==> config.mk <==
export PLATFORM = sky130hd
export DESIGN_NAME = serial_poll_master_with_cmd_queue
export DESIGN_NICKNAME = d
export VERILOG_FILES = /design/src/rtl/spm_pkg.sv /design/src/rtl/serial_poll_master_with_cmd_queue.sv
export SDC_FILE = /design/constraint.sdc
export NUM_CORES = 1
export LEC_CHECK = 0
export BUFFER_PORTS_ARGS = -buffer_cell sky130_fd_sc_hd__buf_2
export CORE_MARGIN = 5
export CORE_UTILIZATION = 65
export DETAILED_ROUTE_END_ITERATION = 7
export PLACE_DENSITY = 0.94
export SLEW_MARGIN = 20
export SYNTH_ARGS = -nofsm -noshare
export SYNTH_HDL_FRONTEND = slang
export SYNTH_SLANG_ARGS = --single-unit
==> constraint.sdc <==
create_clock -name clk -period 11.73 [get_ports clk]
set_clock_uncertainty 0.1 [all_clocks]
set_input_delay 2.9325 -clock clk [delete_from_list [all_inputs] [get_ports clk]]
set_output_delay 2.9325 -clock clk [all_outputs]
set_load 0.01 [all_outputs]
==> src/rtl/spm_pkg.sv <==
// Shared types and constants for the serial poll master with command queue.
// Holds the command codes, register indexes, character codes and queue sizing.
// No dependencies; every other file imports this package.
`default_nettype none

package spm_pkg;

  // Command queue sizing.
  localparam int QUEUE_DEPTH = 8;
  localparam int PTR_W       = (QUEUE_DEPTH > 1) ? $clog2(QUEUE_DEPTH) : 1;
  localparam int CNT_W       = $clog2(QUEUE_DEPTH + 1);

  // Field and register widths.
  localparam int BYTE_W   = 8;
  localparam int POLL_W   = 16;
  localparam int MARGIN_W = 14;
  localparam int SETTLE_W = 14;
  localparam int WDOG_W   = 17;
  localparam int CFG_W    = 16;
  localparam int CFG_IDX_W = 2;

  // Stream widths.
  localparam int IN_DATA_W  = 16;
  localparam int IN_USER_W  = 3;
  localparam int OUT_DATA_W = 24;

  // Event codes carried in the input tuser.
  typedef enum logic [IN_USER_W-1:0] {
    CMD_TICK  = 3'd0,
    CMD_BYTE  = 3'd1,
    CMD_ALARM = 3'd2,
    CMD_MODE  = 3'd3,
    CMD_START = 3'd4,
    CMD_STOP  = 3'd5
  } cmd_t;

  // Configuration register indexes.
  localparam logic [CFG_IDX_W-1:0] REG_POLL_INTERVAL   = 2'd0;
  localparam logic [CFG_IDX_W-1:0] REG_RESPONSE_MARGIN = 2'd1;
  localparam logic [CFG_IDX_W-1:0] REG_COMMAND_SETTLE  = 2'd2;

  // Register reset values.
  localparam logic [POLL_W-1:0]   POLL_INTERVAL_RST   = 16'd500;
  localparam logic [MARGIN_W-1:0] RESPONSE_MARGIN_RST = 14'd500;
  localparam logic [SETTLE_W-1:0] COMMAND_SETTLE_RST  = 14'd100;

  // Character codes.
  localparam logic [BYTE_W-1:0] CH_SEMI = 8'h3B;
  localparam logic [BYTE_W-1:0] CH_CR   = 8'h0D;
  localparam logic [BYTE_W-1:0] CH_LF   = 8'h0A;
  localparam logic [BYTE_W-1:0] CH_POLL = 8'h50;
  localparam logic [BYTE_W-1:0] CH_ALARM = 8'h41;
  localparam logic [BYTE_W-1:0] CH_MODE = 8'h46;

  // Result item, packed lowest field first (struct order is msb first).
  typedef struct packed {
    logic              dropped;
    logic              busy_res;
    logic              timed_out;
    logic              line_end;
    logic [BYTE_W-1:0] line_byte;
    logic              line_byte_valid;
    logic [BYTE_W-1:0] tx_byte;
    logic              tx_valid;
  } result_t;

endpackage

`default_nettype wire

==> src/rtl/serial_poll_master_with_cmd_queue.sv <==
// Top level of the serial poll master: line framing, poll/watchdog/settle
// timers and the alarm/mode command queue, with one result per event.
// Depends on spm_pkg.
//
//  channel  | direction | handshake           | payload
//  ---------+-----------+---------------------+------------------------------------
//  s_*      | in        | s_tvalid / s_tready | tdata: rx_byte, link_open; tuser: cmd
//  m_*      | out       | m_tvalid / m_tready | tdata: result fields (see port)
//  cfg_*    | in        | cfg_we              | cfg_addr selects register
//
// Each event is accepted and fully processed combinationally; its result sits in
// the output register the next cycle. One event per cycle is sustained unless stalled.
// The input is stalled only while the output register holds an untaken result.
// Synchronous reset clears all control state and loads register defaults;
// the queue entries themselves are not cleared.
`default_nettype none

module serial_poll_master_with_cmd_queue (
  input  wire                                  clk,
  input  wire                                  rst,
  // Configuration write port.
  input  wire                                  cfg_we,
  input  wire  [spm_pkg::CFG_IDX_W-1:0]        cfg_addr,
  input  wire  [spm_pkg::CFG_W-1:0]            cfg_wdata,
  // Event input.
  input  wire                                  s_tvalid,
  output logic                                 s_tready,
  input  wire  [spm_pkg::IN_DATA_W-1:0]        s_tdata,  // [7:0] rx_byte, [8] link_open
  input  wire  [spm_pkg::IN_USER_W-1:0]        s_tuser,  // [2:0] cmd
  // Result output.
  output logic                                 m_tvalid,
  input  wire                                  m_tready,
  // [0] tx_valid, [8:1] tx_byte, [9] line_byte_valid, [17:10] line_byte,
  // [18] line_end, [19] timed_out, [20] busy_res, [21] dropped
  output logic [spm_pkg::OUT_DATA_W-1:0]       m_tdata
);
  import spm_pkg::*;

  // Configuration registers.
  logic [POLL_W-1:0]   poll_interval;
  logic [MARGIN_W-1:0] response_margin;
  logic [SETTLE_W-1:0] command_settle;

  // Control state.
  logic                polling_on, polling_on_next;
  logic                line_busy, line_busy_next;
  logic                in_line, in_line_next;
  logic [POLL_W-1:0]   poll_count, poll_count_next;
  logic                wdog_armed, wdog_armed_next;
  logic [WDOG_W-1:0]   wdog_count, wdog_count_next;
  logic                settle_armed, settle_armed_next;
  logic [SETTLE_W-1:0] settle_count, settle_count_next;
  logic [PTR_W-1:0]    fifo_head, fifo_head_next;
  logic [CNT_W-1:0]    fifo_count, fifo_count_next;

  // Queue storage: one bit per entry, set for a mode toggle request.
  logic                fifo_mem [QUEUE_DEPTH];
  logic                fifo_we;
  logic [PTR_W-1:0]    fifo_waddr;
  logic                fifo_wdata;

  // Output register.
  result_t             res, res_next;
  logic                accept;

  // Event decode.
  cmd_t                cmd;
  logic [BYTE_W-1:0]   rx_byte;
  logic                link_open;

  assign cmd       = cmd_t'(s_tuser);
  assign rx_byte   = s_tdata[BYTE_W-1:0];
  assign link_open = s_tdata[BYTE_W];

  assign s_tready = !m_tvalid || m_tready;
  assign accept   = s_tvalid && s_tready;
  assign m_tdata  = OUT_DATA_W'(res);

  // Configuration writes.
  always_ff @(posedge clk) begin
    if (rst) begin
      poll_interval   <= POLL_INTERVAL_RST;
      response_margin <= RESPONSE_MARGIN_RST;
      command_settle  <= COMMAND_SETTLE_RST;
    end else if (cfg_we) begin
      case (cfg_addr)
        REG_POLL_INTERVAL:   poll_interval   <= cfg_wdata[POLL_W-1:0];
        REG_RESPONSE_MARGIN: response_margin <= cfg_wdata[MARGIN_W-1:0];
        REG_COMMAND_SETTLE:  command_settle  <= cfg_wdata[SETTLE_W-1:0];
        default: ;
      endcase
    end
  end

  // Event processing: all state updates and the result for one event.
  always_comb begin
    logic [CNT_W:0]    wsum;
    logic [POLL_W:0]   poll_sum;
    logic              code;
    logic              disp_req;
    logic              is_semi;
    logic              is_eol;

    polling_on_next   = polling_on;
    line_busy_next    = line_busy;
    in_line_next      = in_line;
    poll_count_next   = poll_count;
    wdog_armed_next   = wdog_armed;
    wdog_count_next   = wdog_count;
    settle_armed_next = settle_armed;
    settle_count_next = settle_count;
    fifo_head_next    = fifo_head;
    fifo_count_next   = fifo_count;
    res_next          = '0;
    disp_req          = 1'b0;

    // Enqueue address, wrapped without a divider (sum stays below twice the depth).
    wsum = (CNT_W+1)'(fifo_head) + (CNT_W+1)'(fifo_count);
    if (wsum >= (CNT_W+1)'(QUEUE_DEPTH)) begin
      wsum = wsum - (CNT_W+1)'(QUEUE_DEPTH);
    end
    fifo_waddr = wsum[PTR_W-1:0];
    fifo_wdata = (cmd == CMD_MODE);
    fifo_we    = 1'b0;

    is_semi  = (rx_byte == CH_SEMI);
    is_eol   = (rx_byte == CH_CR) || (rx_byte == CH_LF);
    poll_sum = {1'b0, poll_count} + (POLL_W+1)'(1);

    case (cmd)
      CMD_TICK: begin
        // Watchdog first.
        if (wdog_armed) begin
          if (wdog_count <= WDOG_W'(1)) begin
            wdog_armed_next    = 1'b0;
            wdog_count_next    = '0;
            line_busy_next     = 1'b0;
            res_next.timed_out = 1'b1;
            disp_req           = 1'b1;
          end else begin
            wdog_count_next = wdog_count - WDOG_W'(1);
          end
        end
      end
      CMD_BYTE: begin
        // Line framing: ';' opens a line, CR/LF/';' close an open one.
        if (in_line && (is_semi || is_eol)) begin
          res_next.line_end = 1'b1;
          in_line_next      = 1'b0;
          line_busy_next    = 1'b0;
          wdog_armed_next   = 1'b0;
          wdog_count_next   = '0;
          disp_req          = 1'b1;
        end
        if (is_semi) begin
          in_line_next = 1'b1;
        end
        if (is_semi || (in_line && !is_eol)) begin
          res_next.line_byte_valid = 1'b1;
          res_next.line_byte       = rx_byte;
        end
      end
      CMD_ALARM, CMD_MODE: begin
        if (fifo_count >= CNT_W'(QUEUE_DEPTH)) begin
          res_next.dropped = 1'b1;
        end else begin
          fifo_we         = 1'b1;
          fifo_count_next = fifo_count + CNT_W'(1);
        end
        disp_req = 1'b1;
      end
      CMD_START: begin
        polling_on_next  = 1'b1;
        in_line_next     = 1'b0;
        fifo_head_next   = '0;
        fifo_count_next  = '0;
        poll_count_next  = '0;
        res_next.tx_valid = 1'b1;
        res_next.tx_byte  = CH_POLL;
        line_busy_next   = 1'b1;
        wdog_armed_next  = 1'b1;
        wdog_count_next  = WDOG_W'(poll_interval) + WDOG_W'(response_margin);
      end
      CMD_STOP: begin
        polling_on_next   = 1'b0;
        poll_count_next   = '0;
        wdog_armed_next   = 1'b0;
        wdog_count_next   = '0;
        settle_armed_next = 1'b0;
        settle_count_next = '0;
        line_busy_next    = 1'b0;
        fifo_head_next    = '0;
        fifo_count_next   = '0;
      end
      default: ;
    endcase

    // Dispatch the oldest request onto an idle line. An entry written this
    // step is read straight from the write side.
    code = (fifo_we && (fifo_count == '0)) ? fifo_wdata : fifo_mem[fifo_head];
    if (disp_req && !line_busy_next && (fifo_count_next != '0)) begin
      res_next.tx_valid = 1'b1;
      res_next.tx_byte  = code ? CH_MODE : CH_ALARM;
      fifo_head_next    = (fifo_head == PTR_W'(QUEUE_DEPTH - 1)) ? '0
                                                                 : fifo_head + PTR_W'(1);
      fifo_count_next   = fifo_count_next - CNT_W'(1);
      line_busy_next    = 1'b1;
      settle_armed_next = 1'b1;
      settle_count_next = command_settle;
    end

    if (cmd == CMD_TICK) begin
      // Settle timer second; held for a tick if the line was just used.
      if (settle_armed_next) begin
        if (res_next.tx_valid) begin
          settle_count_next = (settle_count_next <= SETTLE_W'(1)) ? SETTLE_W'(1)
                                                                  : settle_count_next - SETTLE_W'(1);
        end else if (settle_count_next <= SETTLE_W'(1)) begin
          settle_count_next = '0;
          settle_armed_next = 1'b0;
          if (link_open) begin
            res_next.tx_valid = 1'b1;
            res_next.tx_byte  = CH_POLL;
            line_busy_next    = 1'b1;
            wdog_armed_next   = 1'b1;
            wdog_count_next   = WDOG_W'(poll_interval) + WDOG_W'(response_margin);
          end else begin
            line_busy_next = 1'b0;
          end
        end else begin
          settle_count_next = settle_count_next - SETTLE_W'(1);
        end
      end
      // Periodic poll last.
      if (polling_on) begin
        if (poll_sum >= {1'b0, poll_interval}) begin
          poll_count_next = '0;
          if (link_open && !line_busy_next) begin
            res_next.tx_valid = 1'b1;
            res_next.tx_byte  = CH_POLL;
            line_busy_next    = 1'b1;
            wdog_armed_next   = 1'b1;
            wdog_count_next   = WDOG_W'(poll_interval) + WDOG_W'(response_margin);
          end
        end else begin
          poll_count_next = poll_sum[POLL_W-1:0];
        end
      end
    end

    res_next.busy_res = line_busy_next;
  end

  // State registers.
  always_ff @(posedge clk) begin
    if (rst) begin
      polling_on   <= 1'b0;
      line_busy    <= 1'b0;
      in_line      <= 1'b0;
      poll_count   <= '0;
      wdog_armed   <= 1'b0;
      wdog_count   <= '0;
      settle_armed <= 1'b0;
      settle_count <= '0;
      fifo_head    <= '0;
      fifo_count   <= '0;
    end else if (accept) begin
      polling_on   <= polling_on_next;
      line_busy    <= line_busy_next;
      in_line      <= in_line_next;
      poll_count   <= poll_count_next;
      wdog_armed   <= wdog_armed_next;
      wdog_count   <= wdog_count_next;
      settle_armed <= settle_armed_next;
      settle_count <= settle_count_next;
      fifo_head    <= fifo_head_next;
      fifo_count   <= fifo_count_next;
    end
  end

  // Queue storage write.
  always_ff @(posedge clk) begin
    if (accept && fifo_we) begin
      fifo_mem[fifo_waddr] <= fifo_wdata;
    end
  end

  // Output register.
  always_ff @(posedge clk) begin
    if (rst) begin
      m_tvalid <= 1'b0;
    end else if (accept) begin
      m_tvalid <= 1'b1;
    end else if (m_tready) begin
      m_tvalid <= 1'b0;
    end
  end

  always_ff @(posedge clk) begin
    if (accept) begin
      res <= res_next;
    end
  end

endmodule

`default_nettype wire

==> results of run 1 <==
-- through the flow --
| stage | util (%) | hold slack [ns] | power [W] | std cells | setup slack, ns |
|---|---|---|---|---|---|
| floorplan | - | 0.335 | 0.000592 | 994 | 4.88 |
| global placement | 69.1 | 0.346 | 0.000624 | 1167 | 4.08 |
| detailed placement | 69.1 | 0.354 | 0.000628 | 1167 | 3.97 |
| CTS | 74.2 | 0.362 | 0.00117 | 1198 | 4.29 |
| global route | 74.2 | 0.378 | 0.00121 | 1198 | 3.83 |
| finish | 74.2 | 0.363 | 0.00117 | 1198 | 4.16 |
-- final cells by class --
class,count,area [µm²]
clock buffers,20,489
clock inverters,11,121
fillers,875,3130
inverters,38,143
multi-input cells,769,4820
flip-flops and latches,132,2890
well taps,168,210
repair buffers,60,313
-- power groups by stage --
stage / Combinational [W] / Sequential (W) / Clock [W]
5_1_grt: 0.000148 / 0.000489 / 0.000572
6_report: 0.000136 / 0.000488 / 0.000546
2_1_floorplan: 0.0000975 / 0.000495 / 0
4_1_cts: 0.000133 / 0.000488 / 0.000548
3_5_place_dp: 0.000131 / 0.000497 / 0
3_3_place_gp: 0.000127 / 0.000496 / 0
-- sequential cells by signal, indices dropped and copies added, names as in the netlist, named ones only --
| signal | flops |
|---|---|
| wdog_armed | 1 |
| poll_interval | 16 |
| command_settle | 14 |
| settle_armed | 1 |
| wdog_count | 17 |
| line_busy | 1 |
| response_margin | 14 |
| m_tvalid | 1 |
| poll_count | 16 |
| fifo_count | 4 |
| fifo_mem | 8 |
| settle_count | 14 |
| fifo_head | 3 |
| m_tdata | 17 |
| in_line | 1 |
| polling_on | 1 |
-- metal layers --
layer / share of wire [%] / GRT usage, %
met1: 40 / 33.7
met2: 48 / 47.9
met3: 8.9 / 6.64
met4: 3.0 / 11.4
met5: 0 / 0
-- worst max-delay path by stage --
stage,start,to,depth (start not counted)
2_1_floorplan,s_tuser[1],wdog_count[12],19
3_3_place_gp,s_tuser[1],wdog_count[11],16
3_5_place_dp,s_tuser[1],wdog_count[13],16
4_1_cts,s_tuser[1],wdog_count[11],16
5_1_grt,s_tuser[1],wdog_count[5],16
6_report,s_tuser[1],wdog_count[0],15
-- synth_stat cells, types with 8 or more instances --
master / n / area share (%)
sky130_fd_sc_hd__nand3b_1: 16 / 1.5
sky130_fd_sc_hd__nor3_1: 30 / 1.9
sky130_fd_sc_hd__ha_1: 41 / 6.3
sky130_fd_sc_hd__xnor2_1: 26 / 2.8
sky130_fd_sc_hd__nand3_1: 28 / 1.7
sky130_fd_sc_hd__clkbuf_1: 31 / 1.4
sky130_fd_sc_hd__edfxtp_1: 25 / 9.3
sky130_fd_sc_hd__buf_4: 10 / 0.93
sky130_fd_sc_hd__and3_1: 16 / 1.2
sky130_fd_sc_hd__or3_1: 8 / 0.62
sky130_fd_sc_hd__nor2_1: 82 / 3.8
sky130_fd_sc_hd__a22oi_1: 18 / 1.7
sky130_fd_sc_hd__dfxtp_1: 107 / 26
sky130_fd_sc_hd__o221ai_1: 11 / 1.2
sky130_fd_sc_hd__nand2_1: 159 / 7.4
sky130_fd_sc_hd__o21ai_0: 33 / 2.0
sky130_fd_sc_hd__a21oi_1: 75 / 4.6
sky130_fd_sc_hd__xor2_1: 15 / 1.6
sky130_fd_sc_hd__a31oi_1: 13 / 1.0
sky130_fd_sc_hd__o21ai_1: 15 / 0.93
sky130_fd_sc_hd__nor4_1: 8 / 0.62
sky130_fd_sc_hd__and2_1: 20 / 1.5
sky130_fd_sc_hd__a21o_1: 9 / 0.83
sky130_fd_sc_hd__nand4_1: 10 / 0.77
sky130_fd_sc_hd__inv_1: 36 / 1.7
sky130_fd_sc_hd__mux2i_1: 14 / 1.7
-- critical path, cell delays in order --
cell,delay [ns]
sky130_fd_sc_hd__buf_2,0.22
sky130_fd_sc_hd__nor2_1,0.21
sky130_fd_sc_hd__nand2_1,0.20
sky130_fd_sc_hd__a31oi_1,0.82
sky130_fd_sc_hd__o21ai_2,0.23
sky130_fd_sc_hd__nand3_4,0.32
sky130_fd_sc_hd__mux2i_1,0.37
sky130_fd_sc_hd__ha_1,0.31
sky130_fd_sc_hd__o221ai_1,0.13
sky130_fd_sc_hd__nor2_1,0.23
sky130_fd_sc_hd__and3_1,0.26
sky130_fd_sc_hd__a41oi_1,0.10
sky130_fd_sc_hd__o31ai_2,1.00
sky130_fd_sc_hd__a211oi_1,0.11
sky130_fd_sc_hd__a221o_1,0.31
-- cells by family after synthesis --
family          share of synthesized area (%)
fa+ha+maj                                6.82
compound gates                           19.9
mux                                      2.70
other cells                            0.0463
simple gates                             25.3
flops                                    35.7
buf+inv                                  5.17
xor+xnor                                 4.43
==> results by group, run 1 <==
Route
  • Vias after detailed routing: 7,662
  • Routed wire length: 20.8 mm
  • First-iteration detailed-routing DRC count: 810
  • Detailed-route wire length per cell: 17.4 µm
  • Count of TritonRoute iterations in the first routing pass: 7
  • Vias per Instance: 6.40
  • Count of unresolved DRC violations after routing: 0
  • Final ANT Viol Nets: 0

Setup path
  • Flop-to-flop setup slack: 6.24 ns
  • Reg-to-Reg End: wdog_count[0]
  • R2R cell count: 15
  • Arr. time, crit path: 7.78 ns
  • Worst Setup Start Kind: input port
  • Largest fanout of any net on the critical path: 19
  • CP required: 11.94 ns
  • FF-to-FF Start: wdog_count[1]
  • Critical path capture point type: flop
  • Startpoint-to-endpoint class of the critical path: input port to flop

GRT
  • Leftover overflow at the end of global routing: 0
  • Number of global-route vias before repair: 7,150
  • Maximum number of pins on one net before global-route repair: 85
  • GRT Overall Usage: 27.9%
  • Global-route wire length before repair: 33.5 mm
  • Number of antenna violations at the first check in global routing: 0

Place
  • Final Wtd Congestion: 0.893
  • Input/output buffers: 55
  • Total half-perimeter wirelength after legalization and detailed placement: 14.2 mm
  • Post-placement cell area: 8370 µm²

Logic synthesis
  • Synthesized instance count: 990
  • Count of different cell masters after synthesis: 85
  • Part of the Yosys area used for sequential elements: 35.7%
  • Syn_area_per_cell: 8.19 µm²
  • Area of the mapped netlist: 8110 µm²
  • Yosys warnings: 0
  • Flip-flop cell with the highest count after synthesis: sky130_fd_sc_hd__dfxtp_1
  • Async set-or-reset flop fraction in the synthesized netlist: 0%
  • Number of enable flip-flop cells after synthesis: 25
  • Number of flip-flops and latches in the synthesized netlist: 132

Die
  • Initial core utilization: 66.9%
  • Ports placed on the boundary: 68
  • Die X: 122 µm
  • Rows: 40
  • Core box area: 12,100 µm²
  • Chip Height: 122 µm
  • Area of the die: 14,800 µm²

Final layout
  • Leading cell type in the layout, fill and taps excluded: sky130_fd_sc_hd__nand2_1
  • Leading cell types in the layout, fill and taps excluded: sky130_fd_sc_hd__nand2_1, sky130_fd_sc_hd__dfxtp_1, sky130_fd_sc_hd__nor2_1
  • Synth-to-Final Area Change: 10.9%
  • Final instance area: 8990 µm²
  • Number of diodes: 0
  • Count of nets after finishing: 1,103
  • Share of post-route cells with drive strength above 1: 11.6%

STA
  • Final hold viol count: 0
  • Setup repair after global routing missed its margin: no
  • Setup TNS after final layout: 0 ns
  • Minimum clock period after layout: 7.57 ns
  • Share of the cycle needed by the critical path after routing: 64.6%
  • Worst-Margin Slew: 1.15 ns
  • Worst slew margin relative to its limit: 22.9%
  • Pins over their slew limit: 0
  • # setup viols final: 0
  • Max Freq: 0.132 GHz

CTS
  • CTS tree: yes
  • Hold buffer count at CTS: 0
  • CTS Root Cell: sky130_fd_sc_hd__clkbuf_16
  • Number of buffers inserted by post-CTS setup repair: 0
  • Clock-pin slew on the worst setup and hold paths: 0.06 ns
  • Total clock sinks: 132
  • Total clock buffers created by CTS: 17
  • Depth of the CTS H-tree: 4
  • CTS max path bufs: 2
  • Source-to-sink clock delay at the later pin of the worst-skew pair: 0.43 ns
  • Number of gates resized after CTS: 0

Flow run
  • Max-cap violations: 0

Power
  • Switching part of the total power: 25.9%
  • Clk pwr share: 46.7%
  • Power share of the sequential group: 41.7%
  • Peak ir drop on the vdd network: 0.118 mV
  • Power spent charging and discharging nets: 0.000303 W
  • Design internal power: 0.000867 W
  • Leakage dissipation: 3.63 nW
  • Combinational power share: 11.6%
  • Pwr per Cell Area: 130 nW/µm²

Worst hold path
  • Worst Hold Class: flop to flop
  • Number of instances on the worst hold path: 2
  • Hold Path End: response_margin[3]
  • Origin of the worst min-delay path: response_margin[3]

Status
  • Status: finished clean
(Power assumes the default switching activity.)
==> run 2, diff against run 1 <==
--- a/config.mk
+++ b/config.mk
@@ -7,9 +7,9 @@
 export LEC_CHECK = 0
 export BUFFER_PORTS_ARGS = -buffer_cell sky130_fd_sc_hd__buf_2
 export CORE_MARGIN = 5
-export CORE_UTILIZATION = 65
+export CORE_UTILIZATION = 55
 export DETAILED_ROUTE_END_ITERATION = 7
-export PLACE_DENSITY = 0.94
+export PLACE_DENSITY = 0.85
 export SLEW_MARGIN = 20
 export SYNTH_ARGS = -nofsm -noshare
 export SYNTH_HDL_FRONTEND = slang
==> constraint.sdc (replaced) <==
create_clock -name clk -period 6.1 [get_ports clk]
set_clock_uncertainty 0.1 [all_clocks]
set_input_delay 1.525 -clock clk [delete_from_list [all_inputs] [get_ports clk]]
set_output_delay 1.525 -clock clk [all_outputs]
set_load 0.01 [all_outputs]
==> run 2 against run 1 <==
Flip-flop and latch count unchanged. First-iteration DRC count shrank 10%. Largest cell class unchanged. Count of clock-buffer cells in the layout decreased by 2. Critical endpoint is now wdog_count[12]. Global-route usage fell by 4.3 points. Critical path type unchanged. Non-clock buffer count up 7. Die area up 17%.
==> results by group, run 2 (synthesis gave the netlist of run 1 again) <==
Status
  • Status: finished clean

Setup path
  • Arr. time, crit path: 5.40 ns
  • Path length in cells of the critical path: 17
  • Critical path capture point type: flop
  • List of cells traversed by the critical path: buf_2, inv_1, a2bb2oi_1, ha_1, o211ai_1, o221a_2, nand3_4, mux2i_1, ha_1, o221ai_1, nor2_1, and3_1, a41oi_1, nor3_2, o21ai_1, buf_4, o31ai_1
  • Worst Setup Start Kind: input port
  • FF-to-FF Start: poll_count[0]
  • R2R cell count: 16
  • Family of cells with the greatest summed delay on the critical path: compound AO/OA/AOI/OAI gates
  • Count of buffer and inverter cells on the critical path: 3
  • Largest fanout of any net on the critical path: 18
  • CP required: 6.34 ns
  • Reg-to-Reg End: poll_count[6]
  • Most frequent cell on the critical path: sky130_fd_sc_hd__ha_1
  • Worst stage delay on the critical path: 0.44 ns
  • Startpoint-to-endpoint class of the critical path: input port to flop
  • Flop-to-flop setup slack: 1.45 ns
  • Slowest-stage cell, CP: sky130_fd_sc_hd__nor3_2

GRT
  • Maximum number of pins on one net before global-route repair: 51
  • Leftover overflow at the end of global routing: 0
  • Number of global-route vias before repair: 7,142
  • Number of antenna violations at the first check in global routing: 0
  • Global-route wire length before repair: 34.7 mm
  • GRT Overall Usage: 23.6%

STA
  • # setup viols final: 0
  • Worst-Margin Slew: 1.11 ns
  • Setup repair after global routing missed its margin: no
  • Final hold viol count: 0
  • Setup TNS after final layout: 0 ns
  • Minimum clock period after layout: 5.16 ns
  • Max Freq: 0.194 GHz
  • Worst slew margin relative to its limit: 25.7%
  • Share of the cycle needed by the critical path after routing: 84.6%
  • Smallest hold slack: 0.363 ns
  • Pins over their slew limit: 0

Final layout
  • Leading cell types in the layout, fill and taps excluded: sky130_fd_sc_hd__nand2_1, sky130_fd_sc_hd__dfxtp_1, sky130_fd_sc_hd__nor2_1
  • Flip-flop and latch area: 2890 µm²
  • Count of nets after finishing: 1,110
  • Share of post-route cells with drive strength above 1: 12.0%
  • Util after Layout: 62.5%
  • Multi-input gate area: 4810 µm²
  • Number of diodes: 0
  • Leading cell type in the layout, fill and taps excluded: sky130_fd_sc_hd__nand2_1
  • Fill cell count: 1,213
  • Synth-to-Final Area Change: 11.7%

Die
  • Core box area: 14,500 µm²
  • Die X: 131 µm
  • Ports placed on the boundary: 68
  • Chip Height: 131 µm
  • Rows: 44
  • Area of the die: 17,300 µm²
  • Initial core utilization: 56.0%

Route
  • Count of TritonRoute iterations in the first routing pass: 7
  • Routed wire length: 20.6 mm
  • Count of unresolved DRC violations after routing: 0
  • Vias after detailed routing: 7,601
  • Detailed-route wire length per cell: 16.9 µm
  • First-iteration detailed-routing DRC count: 729
  • Vias per Instance: 6.22
  • Final ANT Viol Nets: 0

CTS
  • CTS Root Cell: sky130_fd_sc_hd__clkbuf_16
  • Clock-pin slew on the worst setup and hold paths: 0.06 ns
  • Hold buffer count at CTS: 0
  • Number of gates resized after CTS: 0
  • CTS tree: yes
  • Total clock buffers created by CTS: 17
  • Number of buffers inserted by post-CTS setup repair: 0
  • Total clock sinks: 132
  • Depth of the CTS H-tree: 4
  • Source-to-sink clock delay at the later pin of the worst-skew pair: 0.43 ns
  • CTS max path bufs: 2

Power
  • Pwr per Cell Area: 250 nW/µm²
  • Overall power after layout: 0.00226 W
  • Leakage dissipation: 3.65 nW
  • Peak ir drop on the vdd network: 0.214 mV

Flow run
  • Max-cap violations: 0

Worst hold path
  • Origin of the worst min-delay path: response_margin[12]
  • Hold Path End: response_margin[12]
  • Worst Hold Class: flop to flop
  • Number of instances on the worst hold path: 2

Place
  • Input/output buffers: 55
  • Final Wtd Congestion: 0.883
  • Total half-perimeter wirelength after legalization and detailed placement: 14.4 mm
## run 2: cell count changes in the layout (fill, tap and decap cells not counted), sizes merged
cell,change
buf,+7
bufinv,+1
clkbuf,-2
clkinv,-1
clkinvlp,+1
inv,+2
## run 2: final cells by class
cell class / instances / area share (%)
multi-input cells: 769 / 53.2
clock inverters: 14 / 1.96
clock buffers: 18 / 4.74
repair buffers: 67 / 4.04
well taps: 184 / 2.54
inverters: 38 / 1.58
flip-flops and latches: 132 / 32.0
## run 2: worst reg2reg max path, stage by stage (launching register included)
cell and delay, ns:
sky130_fd_sc_hd__dfxtp_1 0.40, sky130_fd_sc_hd__ha_1 0.22, sky130_fd_sc_hd__and3_1 0.20, sky130_fd_sc_hd__and3_1 0.22, sky130_fd_sc_hd__and4_1 0.31, sky130_fd_sc_hd__nand3_1 0.12
sky130_fd_sc_hd__xnor2_1 0.23, sky130_fd_sc_hd__ha_1 0.29, sky130_fd_sc_hd__a21o_1 0.16, sky130_fd_sc_hd__a21oi_1 0.19, sky130_fd_sc_hd__o41ai_1 0.12, sky130_fd_sc_hd__a31oi_1 0.17
sky130_fd_sc_hd__o221ai_1 0.31, sky130_fd_sc_hd__or2_1 0.34, sky130_fd_sc_hd__nor2_1 0.84, sky130_fd_sc_hd__a22oi_1 0.23, sky130_fd_sc_hd__nor2_1 0.14
## run 2: layer usage
| metal | vias up | part of all wire [%] | track usage, % |
|---|---|---|---|
| li1 | 3626 | - | - |
| met1 | 3567 | 44 | 32.5 |
| met2 | 347 | 46 | 36.5 |
| met3 | 61 | 7.9 | 4.66 |
| met4 | 0 | 3.0 | 9.71 |
| met5 | - | 0 | 0 |
## run 2: worst max path at each step
stage	end	startpoint	slack, ns
after detailed placement	wdog_count[12]	s_tuser[2]	0.58
after floorplan	wdog_count[12]	s_tuser[1]	0.66
final	wdog_count[12]	s_tuser[1]	0.94
after CTS	wdog_count[12]	s_tuser[1]	1.01
after global placement	wdog_count[12]	s_tuser[2]	0.69
after global routing	wdog_count[4]	s_tuser[2]	0.66
## run 2: metrics by stage
stage / setup slack (ns) / cell area, µm² / cells
5_1_grt: 0.663 / 9050 / 1222
6_report: 0.938 / 9050 / 1222
3_3_place_gp: 0.687 / 8450 / 1190
4_1_cts: 1.01 / 9050 / 1222
2_1_floorplan: 0.660 / 8120 / 994
3_5_place_dp: 0.581 / 8450 / 1190
## run 2: power breakdown
group / total [W] / switching [W] / internal [W]
Sequential: 0.000938 / 0.0000232 / 0.000914
Combinational: 0.000266 / 0.000169 / 0.0000962
Clock: 0.00106 / 0.000410 / 0.000648
Total: 0.00226 / 0.000603 / 0.00166
==> run 3, diff against run 2 <==
==> constraint.sdc (replaced) <==
create_clock -name clk -period 4.3 [get_ports clk]
set_clock_uncertainty 0.1 [all_clocks]
set_input_delay 1.075 -clock clk [delete_from_list [all_inputs] [get_ports clk]]
set_output_delay 1.075 -clock clk [all_outputs]
set_load 0.01 [all_outputs]
==> run 3 against run 2 <==
Hold slack got worse by 0.00052 ns. Cell count increased by 4.1%. Routed wire length increased by 0.51%. Total power increased by 37%. Register-to-register slack got worse by 1.2 ns. Sequential share of layout area decreased by 1.5 points. Die area unchanged. Critical path depth increased by 2. Core utilization increased by 3.2 points. First-iteration DRC count decreased by 4.5%. Combinational power increased by 60%. Critical path type unchanged. Largest power group unchanged.
==> results by group, run 3 (synthesis gave the netlist of run 1 again) <==
STA
  • Worst slew margin relative to its limit: 39.2%
  • Pins over their slew limit: 0
  • Max Freq: 0.241 GHz
  • Worst-Margin Slew: 0.899 ns
  • Share of the cycle needed by the critical path after routing: 96.3%
  • Minimum clock period after layout: 4.14 ns
  • # setup viols final: 0
  • Final hold viol count: 0
  • Setup TNS after final layout: 0 ns

Die
  • Ports placed on the boundary: 68
  • Rows: 44
  • Chip Height: 131 µm
  • Die X: 131 µm
  • Area of the die: 17,300 µm²
  • Initial core utilization: 56.0%
  • Core box area: 14,500 µm²

Final layout
  • Count of nets after finishing: 1,160
  • Final instance area: 9510 µm²
  • Leading cell type in the layout, fill and taps excluded: sky130_fd_sc_hd__nand2_1
  • Leading cell types in the layout, fill and taps excluded: sky130_fd_sc_hd__nand2_1, sky130_fd_sc_hd__dfxtp_1, sky130_fd_sc_hd__nor2_1
  • Share of post-route cells with drive strength above 1: 17.6%
  • Fill cell count: 1,190
  • Number of diodes: 0
  • Synth-to-Final Area Change: 17.3%

Place
  • Input/output buffers: 55
  • Total half-perimeter wirelength after legalization and detailed placement: 15.0 mm
  • Post-placement cell area: 8920 µm²
  • Final Wtd Congestion: 0.966

Setup path
  • CP required: 4.51 ns
  • Critical path capture point type: flop
  • Arr. time, crit path: 4.36 ns
  • List of cells traversed by the critical path: buf_2, inv_2, nand3_1, o21ai_0, a22oi_1, ha_2, o211ai_1, o221a_2, nand3_4, mux2i_4, inv_1, ha_4, o221ai_2, nor2_2, and3_4, a41oi_4, or3_1, a21boi_2, a221o_1
  • Worst stage delay on the critical path: 0.34 ns
  • FF-to-FF Start: fifo_count[1]
  • Startpoint-to-endpoint class of the critical path: input port to flop
  • Largest fanout of any net on the critical path: 6
  • Worst Setup Start Kind: input port
  • Slowest-stage cell, CP: sky130_fd_sc_hd__o221a_2
  • Family of cells with the greatest summed delay on the critical path: compound AO/OA/AOI/OAI gates
  • R2R cell count: 19
  • Count of buffer and inverter cells on the critical path: 3
  • Path length in cells of the critical path: 19
  • Launching instance or port of the critical path: s_tuser[2]

CTS
  • Source-to-sink clock delay at the later pin of the worst-skew pair: 0.43 ns
  • Total clock sinks: 132
  • Clock-pin slew on the worst setup and hold paths: 0.06 ns
  • CTS tree: yes
  • Depth of the CTS H-tree: 4
  • CTS Root Cell: sky130_fd_sc_hd__clkbuf_16
  • CTS max path bufs: 2
  • Total clock buffers created by CTS: 17

Worst hold path
  • Worst Hold Class: flop to flop
  • Number of instances on the worst hold path: 2
  • Origin of the worst min-delay path: response_margin[0]

Route
  • Count of unresolved DRC violations after routing: 0
  • Routed wire length: 20.7 mm
  • Vias per Instance: 6.04
  • Detailed-route wire length per cell: 16.3 µm
  • Vias after detailed routing: 7,678
  • Count of TritonRoute iterations in the first routing pass: 6
  • Final ANT Viol Nets: 0
  • First-iteration detailed-routing DRC count: 696

GRT
  • Global-route wire length before repair: 34.2 mm
  • Maximum number of pins on one net before global-route repair: 64
  • Number of global-route vias before repair: 7,220
  • Number of antenna violations at the first check in global routing: 0
  • GRT Overall Usage: 23.5%
  • Leftover overflow at the end of global routing: 0

Status
  • Status: finished clean

Power
  • Peak ir drop on the vdd network: 0.286 mV
  • Leakage dissipation: 3.86 nW
  • Pwr per Cell Area: 325 nW/µm²

Flow run
  • Max-cap violations: 0
-- run 3: worst reg2reg max path, cell delays in order, from the launching register on --
cell and delay (ns):
sky130_fd_sc_hd__dfxtp_1 0.46, sky130_fd_sc_hd__inv_1 0.09, sky130_fd_sc_hd__ha_1 0.29, sky130_fd_sc_hd__nand3_1 0.09
sky130_fd_sc_hd__o21ai_0 0.09, sky130_fd_sc_hd__a22oi_1 0.27, sky130_fd_sc_hd__ha_2 0.23, sky130_fd_sc_hd__o211ai_1 0.08
sky130_fd_sc_hd__o221a_2 0.34, sky130_fd_sc_hd__nand3_4 0.12, sky130_fd_sc_hd__mux2i_4 0.27, sky130_fd_sc_hd__inv_1 0.10
sky130_fd_sc_hd__ha_4 0.17, sky130_fd_sc_hd__o221ai_2 0.18, sky130_fd_sc_hd__nor2_2 0.08, sky130_fd_sc_hd__and3_4 0.18
sky130_fd_sc_hd__a41oi_4 0.25, sky130_fd_sc_hd__or3_1 0.22, sky130_fd_sc_hd__a21boi_2 0.09, sky130_fd_sc_hd__a221o_1 0.29
-- run 3: path summary, 6_finish.rpt --
kind,endpoint,slack (ns)
worst max-delay path,wdog_count[0],0.16
worst min register to register,response_margin[0],0.36
worst max register to register,wdog_count[0],0.21
worst min-delay path,response_margin[0],0.36
-- run 3: area by class of cell --
type	instances	area (µm²)	share of cell area, %
clock inverter	14	115	1.21
multi-input combinational	769	4960	52.2
tap	184	230	2.42
timing repair buffer	117	741	7.79
clock buffer	18	429	4.51
inverter	38	143	1.50
sequential	132	2890	30.4
-- run 3: power by group --
part	internal (W)	switching, W
Sequential	0.00130	0.0000321
Clock	0.000787	0.000551
Combinational	0.000170	0.000255
Total	0.00225	0.000838
-- run 3: routing by layer --
layer	wire (µm)	up-vias	share of wire [%]	GRT usage, %
met3	1350	56	6.5	5.05
met4	657	0	3.2	9.54
li1	-	3732	-	-
met5	0	-	0	0
met2	9500	300	46	37.6
met1	9210	3590	44	30.9
-- run 3: through the flow --
step	util (%)	std cells	setup slack [ns]	hold slack (ns)	total power (W)
after floorplan	-	994	-0.140	0.335	0.00163
after global placement	61.6	1238	-0.186	0.349	0.00175
after detailed placement	61.6	1238	-0.337	0.354	0.00176
after CTS	65.3	1270	0.0990	0.362	0.00309
after global routing	65.7	1272	-0.0382	0.378	0.00321
final	65.7	1272	0.158	0.363	0.00309
-- run 3: timing repair --
action | CTS | global route
hold buffers | 0 | 0
setup buffers | 0 | 2
endpoints found under the setup margin | 0 | 49
gates resized for setup | 0 | 6
